**config.mk**
```make
export PLATFORM = sky130hd
export DESIGN_NAME = firdf_mac
export DESIGN_NICKNAME = d
export VERILOG_FILES = /design/src/fir_filter_direct_form_assert.svh /design/src/firdf_pkg.sv /design/src/firdf_mac.sv
export SDC_FILE = /design/constraint.sdc
export NUM_CORES = 1
export LEC_CHECK = 0
export BUFFER_PORTS_ARGS = -buffer_cell sky130_fd_sc_hd__buf_2
export CAP_MARGIN = 20
export CORE_ASPECT_RATIO = 2
export CORE_MARGIN = 2
export CORE_UTILIZATION = 59
export DETAILED_ROUTE_END_ITERATION = 8
export GPL_ROUTABILITY_DRIVEN = 0
export PLACE_DENSITY_LB_ADDON = 0.2
export REMOVE_ABC_BUFFERS = 1
export SLEW_MARGIN = 10
export SYNTH_ARGS = -nofsm -noshare
export SYNTH_HDL_FRONTEND = slang
export SYNTH_SLANG_ARGS = --single-unit
```
**constraint.sdc**
```tcl
create_clock -name clk -period 2.5 [get_ports clk]
set_clock_uncertainty 0.1 [all_clocks]
set_input_delay 0.625 -clock clk [delete_from_list [all_inputs] [get_ports clk]]
set_output_delay 0.625 -clock clk [all_outputs]
set_load 0.02 [all_outputs]
```
**src/fir_filter_direct_form_assert.svh**
```systemverilog
// Assertion macros for the direct-form FIR filter.
// Included by the top level; no other dependencies.
`ifndef FIR_FILTER_DIRECT_FORM_ASSERT_SVH
`define FIR_FILTER_DIRECT_FORM_ASSERT_SVH
`ifndef NO_ASSERTIONS
// Plain property check, disabled while reset is asserted.
`define FIRDF_ASSERT(name, clk, rst_n, prop, msg) \
	name: assert property (@(posedge clk) disable iff (!rst_n) (prop)) else $error(msg);
// Same-cycle implication check, disabled while reset is asserted.
`define FIRDF_ASSERT_IMPL(name, clk, rst_n, ante, cons, msg) \
	name: assert property (@(posedge clk) disable iff (!rst_n) (ante) |-> (cons)) \
	else $error(msg);
`else
`define FIRDF_ASSERT(name, clk, rst_n, prop, msg)
`define FIRDF_ASSERT_IMPL(name, clk, rst_n, ante, cons, msg)
`endif
`endif

```
**src/firdf_pkg.sv**
```systemverilog
// Shared types, constants and the reset coefficient table of the FIR filter.
// No dependencies; used by the sequencer, the multiply-accumulate unit and the top level.
package firdf_pkg;

	// Default parameter values.
	localparam int TAPS_MAX_DEF     = 512;
	localparam int SAMPLE_WIDTH_DEF = 16;
	localparam int COEFF_WIDTH_DEF  = 16;

	// Fixed field widths of the stream and configuration beats.
	localparam int TAP_COUNT_W   = 10;
	localparam int COEFF_INDEX_W = 9;
	localparam logic [TAP_COUNT_W-1:0] TAP_COUNT_RST = 10'd63;

	// Beat kinds carried on the command field.
	localparam logic CMD_FILTER = 1'b0;
	localparam logic CMD_LOAD   = 1'b1;

	// Length of the symmetric bandpass table loaded after reset.
	localparam int BAND_LEN = 63;

	// First half of the symmetric 63-tap bandpass table, Q1.15.
	localparam logic signed [15:0] BAND_HALF [32] = '{
		-16'sd1468, 16'sd1058, 16'sd594, 16'sd287, 16'sd186, 16'sd284, 16'sd485, 16'sd613,
		16'sd495, 16'sd90, -16'sd435, -16'sd762, -16'sd615, 16'sd21, 16'sd821, 16'sd1269,
		16'sd982, 16'sd9, -16'sd1132, -16'sd1721, -16'sd1296, 16'sd1, 16'sd1445, 16'sd2136,
		16'sd1570, 16'sd0, -16'sd1666, -16'sd2413, -16'sd1735, -16'sd2, 16'sd1770, 16'sd2512
	};

	// Sequencer states.
	typedef enum logic [1:0] {
		ST_INIT,
		ST_IDLE,
		ST_RUN,
		ST_DRAIN
	} state_t;

	// Controls from the sequencer to the multiply-accumulate unit.
	typedef struct packed {
		logic clear;
		logic mul_en;
		logic mask;
		logic acc_en;
		logic finish;
	} mac_ctrl_t;

	// Reset coefficient for tap i at 16-bit scale; zero beyond the table.
	function automatic logic [15:0] band_coeff(input logic [31:0] i);
		logic [4:0] sel;
		logic [15:0] val;
		if (i < 32'd32) begin
			sel = i[4:0];
		end else begin
			sel = 5'(32'(BAND_LEN - 1) - i);
		end
		if (i >= 32'(BAND_LEN)) begin
			val = '0;
		end else begin
			val = BAND_HALF[sel];
		end
		return val;
	endfunction

endpackage

```
**src/firdf_mac.sv**
```systemverilog
// Shared multiply-accumulate unit with rounding, saturation and the result register.
// Depends on firdf_pkg for the control struct.
module firdf_mac #(
	parameter int TAPS_MAX     = firdf_pkg::TAPS_MAX_DEF,
	parameter int SAMPLE_WIDTH = firdf_pkg::SAMPLE_WIDTH_DEF,
	parameter int COEFF_WIDTH  = firdf_pkg::COEFF_WIDTH_DEF
) (
	input  logic                           clk,
	input  logic                           arst_n,
	input  firdf_pkg::mac_ctrl_t           ctrl,
	input  logic signed [COEFF_WIDTH-1:0]  coeff_rd,
	input  logic signed [SAMPLE_WIDTH-1:0] hist_rd,
	input  logic                           out_ready,
	output logic                           out_valid,
	output logic                           out_free,
	output logic [SAMPLE_WIDTH-1:0]        result
);

	localparam int PW    = SAMPLE_WIDTH + COEFF_WIDTH;
	localparam int ACC_W = PW + $clog2(TAPS_MAX);
	localparam int FB    = COEFF_WIDTH - 1;
	localparam int RW    = ACC_W - FB + 1;

	logic signed [PW-1:0] prod, prod_s2;
	logic [ACC_W-1:0] acc_q;
	logic [RW-1:0] rnd;
	logic ovf;
	logic [SAMPLE_WIDTH-1:0] sat;
	logic out_valid_q;

	// One product per cycle; masked taps contribute zero.
	assign prod = coeff_rd * hist_rd;

	always_ff @(posedge clk) begin
		if (ctrl.mul_en) begin
			prod_s2 <= ctrl.mask ? '0 : prod;
		end
	end

	// Exact accumulation of the products.
	always_ff @(posedge clk) begin
		if (ctrl.clear) begin
			acc_q <= '0;
		end else if (ctrl.acc_en) begin
			acc_q <= acc_q + {{(ACC_W - PW){prod_s2[PW-1]}}, prod_s2};
		end
	end

	// Round half up to the sample scale, then clamp to the sample range.
	assign rnd = {acc_q[ACC_W-1], acc_q[ACC_W-1:FB]} + RW'(acc_q[FB-1]);
	assign ovf = !(&rnd[RW-1:SAMPLE_WIDTH-1]) && (|rnd[RW-1:SAMPLE_WIDTH-1]);
	assign sat = ovf ? {rnd[RW-1], {(SAMPLE_WIDTH-1){~rnd[RW-1]}}} : rnd[SAMPLE_WIDTH-1:0];

	// Result register: holds a beat until the consumer takes it.
	always_ff @(posedge clk or negedge arst_n) begin
		if (!arst_n) begin
			out_valid_q <= 1'b0;
		end else if (ctrl.finish) begin
			out_valid_q <= 1'b1;
		end else if (out_ready) begin
			out_valid_q <= 1'b0;
		end
	end

	always_ff @(posedge clk) begin
		if (ctrl.finish) begin
			result <= sat;
		end
	end

	assign out_valid = out_valid_q;
	assign out_free  = !out_valid_q || out_ready;

endmodule

```
==> impl_results.md, run 1 <==
* WL/cell at 19.98 um
* Die area at around 0.029 mm2
* Core Box Area at approximately 0.027 mm2
* Yosys cell types at 83
* Total number of vias at 14310
* Ys Warns at 0
* Xor and xnor area share after synthesis at 4.253%
* Initial antenna violation count at 0
* Setup crit start kind: input port
* Fraction of layout instances using a drive strength above 1 at 34.25%
* HPWL after DPL at 34820 um
* Drt pass-1 iters at 7
* WP data arrival at between 6 and 7 ns
* Crit path kind: input port to flop
* Reg2reg start: prod_s2[7]
* Final Hold Viols at 0
* R2R cell count at 10
* EDFF count, synth at 48
* Proportion of synthesized area in mux cells at 2.438%
* Setup crit end kind: flop
* Main combinational cell family by area after synthesis: adder cells
* Post-Synth Simple-Gate Area at 17.21%
* Post-Synth Adder-Cell Area at 42.44%
* TritonCTS buffer count at 9
* # port buffers at 57
* HP Class: flop to flop
* Post-Layout Cell Count at 2485
* Reg clk slew, reported paths at roughly 0.060 ns
* Register area share after synthesis at 14.24%
* Complex-gate fraction of the synthesized area at about a tenth
* Post-DR vias/cell at 5.758
* Failing checks: setup timing
* Worst Tran Pin Value at 0.7476 ns
* Final WS setup at -3.594 ns
* Final Max Tran Viols at 0
* Placed cell count at around 2400
* Clock root buffer: clkbuf_16
* Hold path cells at 2
* Starting density of the core at approximately three fifths
* Sink Count at 90
* FFs w/ async S/R, synth at 1.111%
* Row cnt at 85
* I/O pins at just under 60
* Vias in the first global route at 15600
* Run status: complete, but fails checks
* GR Util All Layers at 32.48%
* Max cap viols at 0
* Clock Path Buffers at 2
* Critical Path Start: hist_rd[4]
* Area of the mapped netlist at 0.01606 mm2
* Final min period at 6.094 ns
* Synth Flop Type: edfxtp_1
* Grt ovf at 0
* Skew-Pair Late Insertion Delay at 0.36 ns
* Worst relative slew slack at 50.16%
* Hold Startpoint: acc_q[34]
* Crit-path max FO at 7
* Die Span Y at between 200 and 250 um
* Number of remaining DRC errors at 0
* H-tree Lvls at 3
* Post-Synthesis Cells at 1765
* First-pass GRT wire length at 73170 um
* P&R area growth vs syn at 34.60%
* Crit share post-route at 243.7%
* Setup violations, final at 70
* Avg Inst Size Synth at 9.100 um2
* Unrepaired setup endpoints after global routing: true
* Die W at 120.7 um
* Pin count of the biggest net entering global routing at 33
* TritonCTS clock tree: built
* ANT cells at 0
* Place WS at -4.149 ns
* Post-route ant nets at 0
* Fmax achieved at about 160 MHz
* Initial DRC count at 819
* WL final at between 40000 and 50000 um
* Worst EP required at 2.49 ns
* FF+latch count, synth at 90
* Final nets at 2559
==> stage by stage <==
step	hold WS [ns]	util (%)	instance area [um2]	setup TNS, ns
2_1_floorplan	0.2294	-	15800	-87.26
3_3_place_gp	0.2990	70.57	18910	-107.61
3_5_place_dp	0.3010	70.57	18910	-110.75
4_1_cts	0.3855	77.46	20760	-81.35
5_1_grt	0.4255	80.66	21620	-97.46
6_report	0.3949	80.66	21620	-90.51
==> final timing paths <==
check | end | slack (ns)
worst max-delay path | prod_s2[28] | -3.59
worst min-delay path | acc_q[34] | 0.39
worst max register to register | acc_q[38] | -0.27
worst min register to register | acc_q[34] | 0.39
max in group asynchronous | out_valid | 1.75
min in group asynchronous | out_valid | 0.47
==> critical path, stage by stage <==
cell      delay, ns
buf_12         0.11
and2_4         0.16
fa_1           0.54
inv_1          0.06
fa_1           0.56
inv_1          0.05
ha_2           0.17
fa_1           0.56
inv_2          0.05
fa_1           0.46
fa_1           0.54
inv_2          0.05
ha_4           0.26
buf_6          0.12
buf_6          0.12
o21ai_4        0.07
nand2b_1       0.11
a31o_1         0.27
a31o_4         0.25
a31o_4         0.28
a211o_1        0.28
a21oi_2        0.15
xor2_1         0.17
nor2_1         0.06
==> cells in the mapped netlist, drive strengths merged, types with 3 or more instances <==
| cell type | n | area share, % |
|---|---|---|
| fa | 263 | 33 |
| and3 | 11 | 0.48 |
| nand2b | 20 | 0.78 |
| nor2b | 13 | 0.51 |
| dfxtp | 41 | 5.1 |
| and4 | 4 | 0.23 |
| a41oi | 4 | 0.31 |
| nand3 | 16 | 0.50 |
| o22ai | 10 | 0.39 |
| xnor2 | 44 | 2.4 |
| a31oi | 5 | 0.19 |
| inv | 336 | 7.9 |
| o21bai | 6 | 0.28 |
| nand4 | 9 | 0.54 |
| nor3b | 8 | 0.37 |
| or3 | 12 | 0.47 |
| clkbuf | 50 | 1.2 |
| a211oi | 16 | 0.78 |
| a21o | 36 | 1.7 |
| mux2i | 35 | 2.2 |
| nor3 | 25 | 0.84 |
| o21a | 14 | 0.65 |
| mux2 | 3 | 0.26 |
| a211o | 4 | 0.22 |
| nor4 | 5 | 0.27 |
| nor4b | 4 | 0.22 |
| a21boi | 3 | 0.14 |
| nand3b | 4 | 0.19 |
| o21ai | 44 | 1.4 |
| a21oi | 61 | 1.9 |
| xor2 | 34 | 1.9 |
| o211ai | 10 | 0.47 |
| nand2 | 173 | 4.1 |
| nor2 | 98 | 2.4 |
| a31o | 4 | 0.22 |
| buf | 11 | 0.44 |
| ha | 124 | 9.7 |
| edfxtp | 48 | 9.0 |
| and2 | 125 | 4.9 |
| o31ai | 5 | 0.26 |
==> cells by family after synthesis <==
kind of cell    count (synthesis)
simple gates                  536
buf+inv                       397
fa+ha+maj                     387
compound gates                239
flops                          90
xor+xnor                       78
mux                            38
==> metal layers <==
metal / wire [um] / GRT usage (%)
met1: 16080 / 30.64
met3: 1572 / 2.879
met2: 27980 / 64.18
met4: 4016 / 21.14
met5: 0 / 0
==> final cells by class <==
| class | instances | area (um2) |
|---|---|---|
| multi-input cells | 1278 | 13800 |
| fillers | 1535 | 5182 |
| repair buffers | 417 | 3557 |
| flip-flops and latches | 90 | 2292 |
| inverters | 336 | 1261 |
| well taps | 348 | 435.4 |
| clock buffers | 12 | 246.5 |
| clock inverters | 4 | 27.53 |
==> state kept, by name (all words and copies together), names as in the netlist <==
signal	count
acc_q	41
prod_s2	32
result	16
out_valid	1
==> repair_timing <==
item / in CTS / in global routing
endpoints found under the hold margin: 1 / 0
hold buffers: 1 / 0
endpoints found under the setup margin: 70 / 72
pin swaps: 200 / 137
cloned: 1 / 1
resized for setup: 315 / 137
buffers inserted: 34 / 28
==> cells in the final DEF (no fill, tap or decap), types with 33 or more instances in the layout <==
| master | count |
|---|---|
| inv_1 | 297 |
| buf_4 | 295 |
| fa_1 | 238 |
| nand2_1 | 156 |
| and2_1 | 100 |
| nor2_1 | 90 |
| ha_1 | 69 |
| buf_6 | 67 |
| edfxtp_1 | 48 |
| ha_4 | 46 |
| inv_2 | 39 |
| dfxtp_1 | 37 |
| mux2i_1 | 35 |
| a21o_1 | 35 |
| a21oi_1 | 33 |
Power of run 1 is left out: the tool's default activity adds up to more than one toggle a clock period on the data nets, which glitch-free logic cannot reach.
==> run 2, diff against run 1 <==
- SETUP_SLACK_MARGIN: default -> 0.05
==> run 2 against run 1 <==
  * The run still ends with setup timing left
  * Worst setup slack improved by 0.025 ns
  * Die area stayed put
  * Sequential share of layout area about the same
  * Critical path type unchanged
  * Global-route usage increased by 0.30 points
==> impl_results.md, run 2 (synthesis results as in run 1) <==
* Die W at 120.7 um (unchanged)
* Reg clk slew, reported paths at 0.07 ns (was 0.06 ns)
* Total number of vias at 14290 (was 14310)
* Post-route ant nets at 0 (unchanged)
* WP data arrival at 6.07 ns (was 6.08 ns)
* Clock Path Buffers at 2 (unchanged)
* Max reg flops at 41 (unchanged)
* Run status: complete, but fails checks (unchanged)
* Initial antenna violation count at 0 (unchanged)
* ANT cells at 0 (unchanged)
* Fraction of layout instances using a drive strength above 1 at 34.46% (was 34.25%)
* Post-DR vias/cell at 5.761 (was 5.758)
* Starting density of the core at 59.93% (unchanged)
* TritonCTS buffer count at 9 (unchanged)
* Final Max Tran Viols at 0 (unchanged)
* P&R area growth vs syn at 34.17% (was 34.60%)
* Worst relative slew slack at 50.51% (was 50.16%)
* Fmax achieved at 164.8 MHz (was 164.1 MHz)
* Setup crit end kind: flop (unchanged)
* Max cap viols at 0 (unchanged)
* Core Box Area at 0.02680 mm2 (unchanged)
* # port buffers at 57 (unchanged)
* Setup violations, final at 66 (was 70)
* Final Hold Viols at 0 (unchanged)
* Skew-Pair Late Insertion Delay at 0.37 ns (was 0.36 ns)
* GR Util All Layers at 32.78% (was 32.48%)
* Final Util at 80.41% (was 80.66%)
* WL/cell at 20.02 um (was 19.98 um)
* Die Span Y at 237.3 um (unchanged)
* Initial DRC count at 768 (was 819)
* Fillcell total at 1574 (was 1535)
* Pin count of the biggest net entering global routing at 33 (unchanged)
* Worst EP required at 2.50 ns (was 2.49 ns)
* Final nets at 2555 (was 2559)
* Unrepaired setup endpoints after global routing: true (unchanged)
* WL final at 49680 um (was 49650 um)
* Failing checks: setup timing (unchanged)
* Place WS at -4.149 ns (unchanged)
* Drt pass-1 iters at 5 (was 7)
* First-pass GRT wire length at 73620 um (was 73170 um)
* Sink Count at 90 (unchanged)
* Crit path kind: input port to flop (unchanged)
* HP Class: flop to flop (unchanged)
* Row cnt at 85 (unchanged)
* H-tree Lvls at 3 (unchanged)
* Final WS setup at -3.568 ns (was -3.594 ns)
* I/O pins at 58 (unchanged)
* Number of remaining DRC errors at 0 (unchanged)
* Final min period at 6.068 ns (was 6.094 ns)
* Die area at 0.02864 mm2 (unchanged)
* Most frequent cells in the layout: inv_1 (291), buf_4 (289), fa_1 (241) (was inv_1 (297), buf_4 (295), fa_1 (238))
* Grt ovf at 0 (unchanged)
* HPWL after DPL at 34820 um (unchanged)
* Setup crit start kind: input port (unchanged)
* Biggest register: acc_q (unchanged)
* Worst Tran Pin Value at 0.7424 ns (was 0.7476 ns)
* Most common cell after layout, fill and taps aside: inv_1 (unchanged)
* Crit-path max FO at 5 (was 7)
* Crit share post-route at 242.7% (was 243.7%)
* Clock root buffer: clkbuf_16 (unchanged)
* Biggest regs: acc_q (41), prod_s2 (32), result (16) (unchanged)
* Vias in the first global route at 15750 (was 15600)
* TritonCTS clock tree: built (unchanged)
==> run 2: timing repair <==
action	CTS	global route
pin swaps	203	112
setup buffers	38	20
gates resized for setup	323	142
endpoints found under the setup margin	72	74
hold buffers	1	0
cloned	1	1
hold endpoints to repair	1	0
==> run 2: path summary, 6_finish.rpt <==
kind	start	endpoint	slack (ns)	cells after the start
setup reg to reg	prod_s2[0]	acc_q[38]	-0.29	12
max in group asynchronous	arst_n	out_valid	1.75	2
hold / removal	acc_q[34]	acc_q[34]	0.40	2
hold reg to reg	acc_q[34]	acc_q[34]	0.40	2
setup / recovery	hist_rd[6]	prod_s2[28]	-3.57	22
min in group asynchronous	arst_n	out_valid	0.47	2
==> run 2: per-layer routing <==
metal | GRT usage [%] | share of wire (%) | vias to the layer above
li1 | - | - | 6333
met5 | 0 | 0 | -
met1 | 30.76 | 32 | 7095
met4 | 22.06 | 8.4 | 0
met2 | 64.44 | 56 | 590
met3 | 3.119 | 3.7 | 275
==> run 2: through the flow <==
stage / std cells / instance area, um2 / hold WS, ns / setup TNS [ns]
2_1_floorplan: 1704 / 15800 / 0.2294 / -87.26
3_3_place_gp: 2414 / 18910 / 0.2990 / -107.61
3_5_place_dp: 2414 / 18910 / 0.3010 / -110.75
4_1_cts: 2467 / 20830 / 0.3855 / -81.41
5_1_grt: 2481 / 21550 / 0.4259 / -95.53
6_report: 2481 / 21550 / 0.3965 / -88.30
==> run 2: cell type report <==
cell class              count  area (um2)  share of cell area [%]
multi-input cells        1278       13770                   63.88
repair buffers            413        3523                   16.35
clock buffers              12       246.5                   1.144
flip-flops and latches     90        2291                   10.63
clock inverters             4       27.53                  0.1277
well taps                 348       435.4                   2.020
inverters                 336        1261                   5.852
==> run 2: critical path, cell delays in order <==
cell	delay, ns
buf_12	0.11
and2_4	0.15
fa_1	0.58
inv_2	0.05
fa_1	0.49
fa_1	0.55
inv_2	0.05
fa_1	0.46
fa_1	0.52
inv_2	0.04
fa_1	0.50
inv_2	0.06
ha_4	0.26
buf_6	0.13
a21oi_2	0.19
o21bai_4	0.08
a31o_4	0.23
a31o_4	0.26
a211o_1	0.28
a21oi_2	0.18
xor2_1	0.20
nor2_1	0.05
Power of run 2 is left out for the same reason.
