### config.mk
export PLATFORM = sky130hd
export DESIGN_NAME = firdf_seq
export DESIGN_NICKNAME = d
export VERILOG_FILES = /design/src/fir_filter_direct_form_assert.svh /design/src/firdf_pkg.sv /design/src/firdf_seq.sv
export SDC_FILE = /design/constraint.sdc
export NUM_CORES = 1
export LEC_CHECK = 0
export ABC_AREA = 1
export ABC_CLOCK_PERIOD_IN_PS = 3500
export BUFFER_PORTS_ARGS = -buffer_cell sky130_fd_sc_hd__buf_2
export CAP_MARGIN = 30
export CORE_ASPECT_RATIO = 1.4
export CORE_MARGIN = 5
export CORE_UTILIZATION = 30
export CTS_CLUSTER_DIAMETER = 80
export CTS_CLUSTER_SIZE = 8
export DETAILED_ROUTE_END_ITERATION = 16
export HOLD_SLACK_MARGIN = 0.15
export RECOVER_POWER = 50
export SETUP_SLACK_MARGIN = 0.15
export SLEW_MARGIN = 20
export SYNTH_ARGS = -nofsm -noshare
export SYNTH_HDL_FRONTEND = slang
export SYNTH_SLANG_ARGS = --single-unit
### constraint.sdc
create_clock -name clk -period 3.5 [get_ports clk]
set_input_delay 0.35 -clock clk [delete_from_list [all_inputs] [get_ports clk]]
set_output_delay 0.35 -clock clk [all_outputs]
set_load 0.01 [all_outputs]
### src/fir_filter_direct_form_assert.svh
// Assertion macros for the direct-form FIR filter.
// Included by the top level; no other dependencies.
`ifndef FIR_FILTER_DIRECT_FORM_ASSERT_SVH
`define FIR_FILTER_DIRECT_FORM_ASSERT_SVH
`ifndef NO_ASSERTIONS
// Plain property check, disabled while reset is asserted.
`define FIRDF_ASSERT(name, clk, rst_n, prop, msg) \
	name: assert property (@(posedge clk) disable iff (!rst_n) (prop)) else $error(msg);
// Same-cycle implication check, disabled while reset is asserted.
`define FIRDF_ASSERT_IMPL(name, clk, rst_n, ante, cons, msg) \
	name: assert property (@(posedge clk) disable iff (!rst_n) (ante) |-> (cons)) \
	else $error(msg);
`else
`define FIRDF_ASSERT(name, clk, rst_n, prop, msg)
`define FIRDF_ASSERT_IMPL(name, clk, rst_n, ante, cons, msg)
`endif
`endif

### src/firdf_pkg.sv
// Shared types, constants and the reset coefficient table of the FIR filter.
// No dependencies; used by the sequencer, the multiply-accumulate unit and the top level.
package firdf_pkg;

	// Default parameter values.
	localparam int TAPS_MAX_DEF     = 512;
	localparam int SAMPLE_WIDTH_DEF = 16;
	localparam int COEFF_WIDTH_DEF  = 16;

	// Fixed field widths of the stream and configuration beats.
	localparam int TAP_COUNT_W   = 10;
	localparam int COEFF_INDEX_W = 9;
	localparam logic [TAP_COUNT_W-1:0] TAP_COUNT_RST = 10'd63;

	// Beat kinds carried on the command field.
	localparam logic CMD_FILTER = 1'b0;
	localparam logic CMD_LOAD   = 1'b1;

	// Length of the symmetric bandpass table loaded after reset.
	localparam int BAND_LEN = 63;

	// First half of the symmetric 63-tap bandpass table, Q1.15.
	localparam logic signed [15:0] BAND_HALF [32] = '{
		-16'sd1468, 16'sd1058, 16'sd594, 16'sd287, 16'sd186, 16'sd284, 16'sd485, 16'sd613,
		16'sd495, 16'sd90, -16'sd435, -16'sd762, -16'sd615, 16'sd21, 16'sd821, 16'sd1269,
		16'sd982, 16'sd9, -16'sd1132, -16'sd1721, -16'sd1296, 16'sd1, 16'sd1445, 16'sd2136,
		16'sd1570, 16'sd0, -16'sd1666, -16'sd2413, -16'sd1735, -16'sd2, 16'sd1770, 16'sd2512
	};

	// Sequencer states.
	typedef enum logic [1:0] {
		ST_INIT,
		ST_IDLE,
		ST_RUN,
		ST_DRAIN
	} state_t;

	// Controls from the sequencer to the multiply-accumulate unit.
	typedef struct packed {
		logic clear;
		logic mul_en;
		logic mask;
		logic acc_en;
		logic finish;
	} mac_ctrl_t;

	// Reset coefficient for tap i at 16-bit scale; zero beyond the table.
	function automatic logic [15:0] band_coeff(input logic [31:0] i);
		logic [4:0] sel;
		logic [15:0] val;
		if (i < 32'd32) begin
			sel = i[4:0];
		end else begin
			sel = 5'(32'(BAND_LEN - 1) - i);
		end
		if (i >= 32'(BAND_LEN)) begin
			val = '0;
		end else begin
			val = BAND_HALF[sel];
		end
		return val;
	endfunction

endpackage

### src/firdf_seq.sv
// Sequencer of the FIR filter: reset table load, tap walk, history ring pointers.
// Depends on firdf_pkg; drives both RAMs and the multiply-accumulate unit.
module firdf_seq #(
	parameter int TAPS_MAX    = firdf_pkg::TAPS_MAX_DEF,
	parameter int COEFF_WIDTH = firdf_pkg::COEFF_WIDTH_DEF,
	localparam int AW = $clog2(TAPS_MAX),
	localparam int KW = $clog2(TAPS_MAX + 1)
) (
	input  logic                                clk,
	input  logic                                arst_n,
	input  logic                                cfg_valid,
	input  logic [firdf_pkg::TAP_COUNT_W-1:0]   cfg_data,
	input  logic                                in_valid,
	output logic                                in_ready,
	input  logic                                in_cmd,
	input  logic [firdf_pkg::COEFF_INDEX_W-1:0] coeff_index,
	input  logic [COEFF_WIDTH-1:0]              coeff_value,
	input  logic                                out_free,
	output logic                                coeff_we,
	output logic [AW-1:0]                       coeff_addr,
	output logic [COEFF_WIDTH-1:0]              coeff_wdata,
	output logic                                hist_we,
	output logic [AW-1:0]                       hist_addr,
	output firdf_pkg::mac_ctrl_t                ctrl
);

	localparam logic [AW-1:0] LAST = AW'(TAPS_MAX - 1);

	firdf_pkg::state_t state_q, state_d;
	logic [KW-1:0] k_q, k_next, fill_q, taps_lim;
	logic [AW-1:0] slot_q, ptr_q;
	logic [firdf_pkg::TAP_COUNT_W-1:0] tap_count_q;
	logic rd_s1, mask_s1, acc_s2, issue;
	logic sample_go, load_go;
	logic [COEFF_WIDTH+15:0] init_ext;

	// Tap count clamped to the store depth.
	assign taps_lim = (32'(tap_count_q) > TAPS_MAX) ? KW'(TAPS_MAX) : KW'(tap_count_q);
	assign k_next   = k_q + KW'(1);

	assign sample_go = in_valid && in_ready && (in_cmd == firdf_pkg::CMD_FILTER);
	assign load_go   = in_valid && in_ready && (in_cmd == firdf_pkg::CMD_LOAD) &&
		(32'(coeff_index) < TAPS_MAX);

	// Reset table value rescaled to the coefficient width (floor when narrowing).
	assign init_ext = {firdf_pkg::band_coeff(32'(k_q[AW-1:0])), {COEFF_WIDTH{1'b0}}};

	// State register.
	always_ff @(posedge clk or negedge arst_n) begin
		if (!arst_n) begin
			state_q <= firdf_pkg::ST_INIT;
		end else begin
			state_q <= state_d;
		end
	end

	// Next state, RAM ports and unit controls.
	always_comb begin
		state_d     = state_q;
		in_ready    = 1'b0;
		coeff_we    = 1'b0;
		coeff_addr  = k_q[AW-1:0];
		coeff_wdata = init_ext[COEFF_WIDTH+15:16];
		hist_we     = 1'b0;
		hist_addr   = slot_q;
		issue       = 1'b0;
		ctrl        = '0;
		ctrl.mul_en = rd_s1;
		ctrl.mask   = mask_s1;
		ctrl.acc_en = acc_s2;
		unique case (state_q)
			firdf_pkg::ST_INIT: begin
				coeff_we = 1'b1;
				if (k_q[AW-1:0] == LAST) begin
					state_d = firdf_pkg::ST_IDLE;
				end
			end
			firdf_pkg::ST_IDLE: begin
				in_ready    = 1'b1;
				hist_addr   = ptr_q;
				coeff_addr  = AW'(coeff_index);
				coeff_wdata = coeff_value;
				coeff_we    = load_go;
				if (sample_go) begin
					hist_we    = 1'b1;
					ctrl.clear = 1'b1;
					state_d    = (taps_lim == '0) ? firdf_pkg::ST_DRAIN : firdf_pkg::ST_RUN;
				end
			end
			firdf_pkg::ST_RUN: begin
				issue = 1'b1;
				if (k_next == taps_lim) begin
					state_d = firdf_pkg::ST_DRAIN;
				end
			end
			firdf_pkg::ST_DRAIN: begin
				if (!rd_s1 && !acc_s2 && out_free) begin
					ctrl.finish = 1'b1;
					state_d     = firdf_pkg::ST_IDLE;
				end
			end
		endcase
	end

	// Counters, ring pointers, fill count and the read pipeline flags.
	always_ff @(posedge clk or negedge arst_n) begin
		if (!arst_n) begin
			k_q         <= '0;
			slot_q      <= '0;
			ptr_q       <= '0;
			fill_q      <= '0;
			tap_count_q <= firdf_pkg::TAP_COUNT_RST;
			rd_s1       <= 1'b0;
			mask_s1     <= 1'b0;
			acc_s2      <= 1'b0;
		end else begin
			if (cfg_valid) begin
				tap_count_q <= cfg_data;
			end
			if (sample_go) begin
				k_q    <= '0;
				slot_q <= ptr_q;
				ptr_q  <= (ptr_q == LAST) ? '0 : ptr_q + AW'(1);
				if (fill_q != KW'(TAPS_MAX)) begin
					fill_q <= fill_q + KW'(1);
				end
			end else if (state_q == firdf_pkg::ST_INIT || issue) begin
				k_q <= k_next;
			end
			if (issue) begin
				slot_q <= (slot_q == '0) ? LAST : slot_q - AW'(1);
			end
			// Slots never written since reset read as zero samples.
			rd_s1   <= issue;
			mask_s1 <= issue && (k_q >= fill_q);
			acc_s2  <= rd_s1;
		end
	end

endmodule

==> reports/results.md, run 1 <==
| Step | Result | Value |
|:---|:---|:---|
| outcome | Result of the run | finished, violations left |
| outcome | Failing checks | max-capacitance violations, max-slew violations |
| die | Overall die area | 17200 sq um |
| yosys | Number of flops mapped to enable cells by yosys | 0 |
| timing | Final critical path time including I/O delays and setup | 3.12 ns |
| power | Power density over the cells | 846 nW/um^2 |
| detailed routing | Total wirelength of the detailed-routed design | 12600 um |
| die | Initial core utilization | 0.304 |
| power | Fraction of power consumed by the clock network | 0.136 |
| die | Placeable core region | 14400 sq um |
| cts | Clock insertion delay at the later pin of the skew report | 0.30 ns |
| yosys | Synthesized netlist net count | 711 |
| detailed routing | Iteration-0 DRC count of the detailed router | 209 |
| job | Reported max-cap violation count | 1 |
| yosys | Synthesized flop and latch total | 53 |
| setup path | Path type of the worst setup path | reg2out |
| setup path | Reg2reg path depth | 15 |
| timing | Final number of hold-violating endpoints | 0 |
| final layout | Count of inserted antenna diode cells | 0 |
| yosys | Cell taking the most area after synthesis | sky130_fd_sc_hd__dfrtp_1 |
| yosys | Main synth FF type | sky130_fd_sc_hd__dfrtp_1 |
| final layout | Synth-to-layout area growth | 16.6% |
| final layout | # nets final | 784 |
| die | Io pins | 83 |
| power | Sequential power share | 0.228 |
| final layout | Ratio of cells with drive above 1 in the final layout | 0.177 |
| yosys | Synthesis warning total | 0 |
| yosys | Gate count of the mapped netlist | 642 |
| yosys | Most used standard cell by instance count after synthesis | sky130_fd_sc_hd__nand2_1 |
| detailed routing | TritonRoute pass-1 iters | 5 |
| yosys | Post-synth top area share | 0.268 |
| timing | Final number of max-transition violations | 33 |
| setup path | Worst setup EP type | output port |
| yosys | FFs w/ async S/R, synth | 1.00 |
| power | Internal Power | 0.00213 W |
| detailed routing | Average vias per placed instance | 4.89 |
| detailed routing | Drc violations | 0 |
| die | Number of core rows | 52 |
| timing | Final setup skew | 0.00882 ns |
| cts | TritonCTS clock tree | done |
| hold path | Worst min path class | in2reg |
| global route | Wire length of the first global-routing pass | 21200 um |
| placed design | Port-buffer cells | 82 |
| detailed routing | Total via count in the routed design | 4421 |
| cts | CTS root buffer | sky130_fd_sc_hd__clkbuf_16 |
| placed design | RePlAce Congestion | 0.921 |
| setup path | Maximum fanout encountered on the critical timing path | 8 |
| yosys | Post-Synthesis Cell Area | 4390 sq um |
| timing | Relative slew slack | -0.254 |
| timing | Slew @ Worst Pin | 1.88 ns |
| setup path | Kind of launch point of the worst setup path | register |
| setup path | First element of the critical path | k_q[0] |
| power | Fraction of power spent switching nets | 0.509 |
| power | Total design power | 0.00433 W |
| detailed routing | Post-route antenna net violation count | 0 |
| timing | Final setup margin | 0.382 ns |
| timing | # setup viols final | 0 |
| global route | Vias in the first global route | 4333 |
| yosys | Top post-synthesis cells by area | sky130_fd_sc_hd__dfrtp_1 27%, sky130_fd_sc_hd__nand2_1 14%, sky130_fd_sc_hd__o21ai_0 8.2% |
| cts | Clk sinks | 53 |
| yosys | Portion of the post-synthesis area used by sequential elements | 0.304 |
| global route | Total track usage | 0.148 |
| final layout | Filler instances | 1616 |
| detailed routing | Post-detailed-route wirelength per cell | 13.9 um |
| placed design | Placed Instance Area | 4930 sq um |
| die | Die X-Extent | 112 um |
| setup path | Worst endpoint required time | 3.15 ns |
| timing | Unrepaired setup endpoints after global routing | false |
| timing | Share of the clock period used by the worst path after layout | 0.891 |
| cts | Number of CTS-inserted buffers | 5 |
| placed design | Half-perimeter wire length of the detailed placement result | 9910 um |
| setup path | Source of the worst register-to-register timing path | k_q[0] |
| timing | Aggregate negative setup slack | 0 ns |
| placed design | Worst-case setup slack after placement | 0.555 ns |
| power | Maximum vdd ir drop | 0.000440 V |
| timing | Highest clock rate | 321 MHz |
| cts | H-tree depth reported by CTS | 2 |
| setup path | Capturing instance or port of the critical path | coeff_wdata[5] |
| yosys | Post-synthesis area per instance | 6.84 sq um |
| power | Leak pwr | 2.57 nW |
| global route | GR Overflow Total | 0 |
| die | Vertical die dimension | 153 um |
| final layout | Design Area, Final | 5120 sq um |
| yosys | Post-synthesis cell type count | 43 |
| setup path | Setup slack of the worst register-to-register path | 0.91 ns |
| power | Combinational cell fraction of total power | 0.636 |
| yosys | Most instantiated cells after synthesis | 168 x sky130_fd_sc_hd__nand2_1, 73 x sky130_fd_sc_hd__inv_1, 72 x sky130_fd_sc_hd__o21ai_0 |
| setup path | Reg-to-reg critical path endpoint | state_q[1] |
| global route | Largest net degree at the start of global routing | 56 |
| setup path | Crit path arrival time | 2.77 ns |
| power | Power spent charging and discharging nets | 0.00221 W |
| cts | Clock Tree Buf Depth | 2 |
| cts | CTS clk-pin slew, worst paths | 0.07 ns |
| global route | Antenna violations before repair | 0 |
==> sequential cells by signal (all words and copies together) (netlist names) <==
register / cells
mask_s1: 1
ptr_q: 9
acc_s2: 1
rd_s1: 1
k_q: 10
state_q: 2
fill_q: 10
tap_count_q: 10
slot_q: 9
==> power groups by stage <==
stage,logic [W],registers [W],clock network [W]
after floorplan,0.00195,0.000931,0
after global placement,0.00275,0.000993,0
after detailed placement,0.00273,0.000996,0
after CTS,0.00274,0.000987,0.000611
after global routing,0.00314,0.00102,0.000625
final,0.00276,0.000986,0.000590
==> final cells by class <==
cell class                 count  area (sq um)  share of cell area
inverter                      80           307              0.0598
sequential                    53          1340               0.261
tap                          189           236              0.0462
clock buffer                   6           139              0.0271
clock inverter                 2          37.5             0.00733
timing repair buffer          92           472              0.0921
multi-input combinational    483          2600               0.507
==> kinds of logic (layout without fill, tap and decap cells) <==
family          count (synthesis)  after routing  share of synthesized area
buf+inv                       106            180                      0.106
flops                          53             53                      0.304
fa+ha+maj                      28             28                     0.0797
simple gates                  316            316                      0.312
compound gates                118            118                      0.156
mux                             2              2                    0.00512
xor+xnor                       19             19                     0.0379
==> worst min path at each step <==
stage / cells after the start / slack (ns) / from / to
2_1_floorplan: 0 / 0.05 / arst_n / acc_s2
3_3_place_gp: 0 / 0.39 / rd_s1 / acc_s2
5_1_grt: 3 / 0.28 / cfg_data[0] / tap_count_q[0]
3_5_place_dp: 0 / 0.39 / rd_s1 / acc_s2
6_report: 3 / 0.26 / cfg_data[3] / tap_count_q[3]
4_1_cts: 1 / 0.16 / arst_n / k_q[1]
==> layout by cell type, fill, tap and decap left out, types with 3 or more instances in the layout <==
cell                        count
sky130_fd_sc_hd__a21oi_1       16
sky130_fd_sc_hd__buf_2         77
sky130_fd_sc_hd__buf_4          8
sky130_fd_sc_hd__clkbuf_1       7
sky130_fd_sc_hd__clkbuf_16      5
sky130_fd_sc_hd__dfrtp_1       45
sky130_fd_sc_hd__dfstp_2        4
sky130_fd_sc_hd__ha_1          27
sky130_fd_sc_hd__inv_1         73
sky130_fd_sc_hd__inv_2          4
sky130_fd_sc_hd__nand2_1      168
sky130_fd_sc_hd__nand2_2        5
sky130_fd_sc_hd__nand3_1       48
sky130_fd_sc_hd__nand4_1        8
sky130_fd_sc_hd__nor2_1        60
sky130_fd_sc_hd__nor2_2         3
sky130_fd_sc_hd__nor3_1         9
sky130_fd_sc_hd__nor3b_1        4
sky130_fd_sc_hd__nor4_1         4
sky130_fd_sc_hd__o211ai_1       3
sky130_fd_sc_hd__o21ai_0       73
sky130_fd_sc_hd__o221ai_1       4
sky130_fd_sc_hd__o22ai_1       12
sky130_fd_sc_hd__xor2_1        18
==> critical path, stage by stage, from the launching register on <==
cell and delay, ns:
sky130_fd_sc_hd__dfrtp_2 0.47, sky130_fd_sc_hd__buf_4 0.20, sky130_fd_sc_hd__ha_1 0.34, sky130_fd_sc_hd__inv_1 0.07, sky130_fd_sc_hd__nand2_1 0.08, sky130_fd_sc_hd__o21ai_4 0.10, sky130_fd_sc_hd__inv_2 0.08, sky130_fd_sc_hd__ha_1 0.21
sky130_fd_sc_hd__nor2_1 0.16, sky130_fd_sc_hd__nor2_1 0.06, sky130_fd_sc_hd__o21ai_0 0.33, sky130_fd_sc_hd__nand2_1 0.10, sky130_fd_sc_hd__nand3_1 0.09, sky130_fd_sc_hd__nand2_1 0.05, sky130_fd_sc_hd__buf_2 0.13
==> metrics by stage <==
stage,instances,utilization,hold slack [ns]
after floorplan,642,-,0.0544
after global placement,894,0.341,0.386
after detailed placement,894,0.341,0.387
after CTS,902,0.354,0.158
after global routing,905,0.355,0.283
final,905,0.355,0.265
==> routing by layer <==
| layer | wire [um] | vias up | GRT usage | share of wire |
|---|---|---|---|---|
| met5 | 0 | - | 0 | 0 |
| met4 | 335 | 0 | 0.0533 | 0.027 |
| met3 | 783 | 22 | 0.0241 | 0.062 |
| met2 | 6350 | 158 | 0.271 | 0.50 |
| met1 | 5140 | 1996 | 0.173 | 0.41 |
| li1 | - | 2245 | - | - |
==> what timing repair did <==
action | CTS | global route
hold buffers | 0 | 0
resized for setup | 0 | 4
endpoints found under the setup margin | 0 | 14
buffers inserted | 0 | 3
Note: power is estimated with default switching activity, not from simulation.
==> inputs of run 2 (changes only) <==
BUFFER_PORTS_ARGS = not set   (was -buffer_cell sky130_fd_sc_hd__buf_2)
DONT_BUFFER_PORTS = 1   (was not set)
==> reports/results.md, run 2 (synthesis gave the netlist of run 1 again) <==
| Step | Result | Value | Change |
|:---|:---|:---|:---|
| final layout | Largest registers | fill_q (10), k_q (10), tap_count_q (10) |  |
| timing | Unrepaired setup endpoints after global routing | false |  |
| detailed routing | Post-route antenna net violation count | 0 | unchanged |
| setup path | Source of the worst register-to-register timing path | state_q[1] |  |
| timing | Aggregate negative setup slack | 0 ns | unchanged |
| final layout | Commonest cells after routing, fill and taps aside | 168 x sky130_fd_sc_hd__nand2_1, 73 x sky130_fd_sc_hd__inv_1, 70 x sky130_fd_sc_hd__o21ai_0 |  |
| die | Placeable core region | 14400 sq um | unchanged |
| power | Leak pwr | 2.26 nW | -12% |
| cts | TritonCTS clock tree | done |  |
| timing | Relative slew slack | 0.0821 | +0.336 |
| cts | Clk sinks | 53 | unchanged |
| placed design | Half-perimeter wire length of the detailed placement result | 9480 um | -4.4% |
| outcome | Result of the run | completed |  |
| final layout | Filler instances | 1596 | -1.2% |
| cts | Clock insertion delay at the later pin of the skew report | 0.29 ns | about the same |
| global route | Total track usage | 0.142 | -0.00608 |
| final layout | Ratio of cells with drive above 1 in the final layout | 0.0818 | -0.0956 |
| setup path | Path type of the worst setup path | reg2out |  |
| setup path | Maximum fanout encountered on the critical timing path | 7 | -1 |
| die | Die X-Extent | 112 um | unchanged |
| timing | Final number of max-transition violations | 0 | -100% |
| die | Overall die area | 17200 sq um | unchanged |
| cts | H-tree depth reported by CTS | 2 | unchanged |
| detailed routing | Average vias per placed instance | 5.05 | +3.3% |
| hold path | Worst min path class | in2reg |  |
| setup path | Worst path max stage delay | 0.52 ns | +0.05 ns |
| die | Io pins | 83 | unchanged |
| die | Vertical die dimension | 153 um | unchanged |
| power | Combinational cell fraction of total power | 0.621 | -0.015 |
| setup path | Worst path bufs/invs | 2 | -2 |
| timing | # setup viols final | 0 | unchanged |
| job | Reported max-cap violation count | 0 | -1 |
| timing | Final setup skew | 0.00844 ns | -0.000381 ns |
| detailed routing | Drc violations | 0 | unchanged |
| detailed routing | Total via count in the routed design | 4164 | -5.8% |
| setup path | Kind of launch point of the worst setup path | register |  |
| power | Fraction of power spent switching nets | 0.537 | +0.0278 |
| detailed routing | Iteration-0 DRC count of the detailed router | 279 | +33% |
| final layout | Count of inserted antenna diode cells | 0 | unchanged |
| power | Power spent charging and discharging nets | 0.00214 W | -3.1% |
| power | Sequential power share | 0.246 | +0.018 |
| detailed routing | Post-detailed-route wirelength per cell | 14.9 um | +6.7% |
| power | Power density over the cells | 843 nW/um^2 | -0.34% |
| cts | CTS clk-pin slew, worst paths | 0.07 ns | about the same |
| placed design | RePlAce Congestion | 0.911 | -1.1% |
| detailed routing | Total wirelength of the detailed-routed design | 12300 um | -2.7% |
| setup path | Critical-path cell list | inv_1 -> ha_1 -> inv_1 -> nand2_1 -> o21ai_4 -> ha_1 -> nor2_1 -> o21ai_0 -> nor2_1 -> o21ai_0 -> nand3_1 -> nand2_1 |  |
| power | Maximum vdd ir drop | 0.000609 V | +38% |
| power | Internal Power | 0.00184 W | -13% |
| timing | Share of the clock period used by the worst path after layout | 0.905 | +0.0143 |
| timing | Slew @ Worst Pin | 1.38 ns | -0.504 ns |
| placed design | Port-buffer cells | 0 | -100% |
| final layout | Most common cell after layout, fill and taps aside | sky130_fd_sc_hd__nand2_1 |  |
| timing | Highest clock rate | 316 MHz | -1.6% |
| setup path | First element of the critical path | k_q[1] |  |
| timing | Final critical path time including I/O delays and setup | 3.17 ns | +0.0500 ns |
| setup path | Critical Path Slowest Stage Cell | sky130_fd_sc_hd__dfrtp_1 |  |
| cts | Clock Tree Buf Depth | 2 | unchanged |
| hold path | Worst min-delay path startpoint | cfg_valid |  |
| global route | Largest net degree at the start of global routing | 56 | unchanged |
| timing | Final number of hold-violating endpoints | 0 | unchanged |
| final layout | # nets final | 704 | -10% |
| setup path | Worst setup EP type | output port |  |
| timing | Worst Hold Slack | 0.156 ns | -0.109 ns |
| global route | Vias in the first global route | 4148 | -4.3% |
| final layout | Sequential cell area | 1330 sq um | -0.19% |
| global route | GR Overflow Total | 0 | unchanged |
| global route | Wire length of the first global-routing pass | 20400 um | -3.5% |
| setup path | Dominant delay contributor by cell family on the critical path | adder cells |  |
| cts | CTS root buffer | sky130_fd_sc_hd__clkbuf_16 |  |
| final layout | Area occupied by multi-input gates | 2600 sq um | +0.14% |
| die | Initial core utilization | 0.304 | unchanged |
| detailed routing | TritonRoute pass-1 iters | 4 | -1 |
| die | Number of core rows | 52 | unchanged |
| setup path | Worst endpoint required time | 3.15 ns | about the same |
| global route | Antenna violations before repair | 0 | unchanged |
| power | Fraction of power consumed by the clock network | 0.133 | -0.003 |
| final layout | Synth-to-layout area growth | 7.49% |  |
| cts | Number of CTS-inserted buffers | 5 | unchanged |
| setup path | Crit path arrival time | 2.82 ns | +0.05 ns |
[run 2: final timing paths]
path	slack (ns)	cells after the start	to
worst max-delay path	0.33	12	coeff_wdata[7]
worst min-delay path	0.16	1	tap_count_q[7]
worst max register to register	0.88	10	k_q[9]
worst min register to register	0.48	0	acc_s2
max in group asynchronous	1.76	2	fill_q[1]
min in group asynchronous	0.93	2	tap_count_q[7]
[run 2: power by group through the flow]
stage          registers (W)  clock network [W]  logic (W)
2_1_floorplan       0.000931                  0    0.00195
3_3_place_gp        0.000992                  0    0.00244
3_5_place_dp        0.000995                  0    0.00242
4_1_cts             0.000983           0.000545    0.00245
5_1_grt              0.00101           0.000570    0.00282
6_report            0.000980           0.000530    0.00247
[run 2: through the flow]
stage	instance area [sq um]	power, W	instances	utilization	worst slack, ns
floorplan	4390	0.00288	642	-	1.05
detailed placement	4510	0.00342	811	0.312	0.568
finish	4720	0.00398	825	0.327	0.332
CTS	4720	0.00398	822	0.327	0.237
global route	4720	0.00440	825	0.327	0.137
global placement	4510	0.00343	811	0.312	0.623
[run 2: final cells by class]
class	count	area share
multi-input cells	483	0.550
flip-flops and latches	53	0.282
inverters	80	0.0649
well taps	189	0.0501
clock buffers	7	0.0323
repair buffers	12	0.0188
clock inverters	1	0.00106
[run 2: metal layers]
layer  GRT usage  vias to the layer above  share of wire
li1            -                     2080              -
met1       0.170                     1931           0.42
met2       0.260                      136           0.51
met3      0.0241                       17          0.059
met4      0.0384                        0          0.016
met5           0                        -              0
[run 2: timing repair]
| item | in CTS | in global routing |
|---|---|---|
| endpoints found under the setup margin | 0 | 14 |
| buffers inserted | 0 | 3 |
| gates resized for setup | 0 | 4 |
| endpoints found under the hold margin | 59 | 0 |
| hold buffers | 3 | 0 |
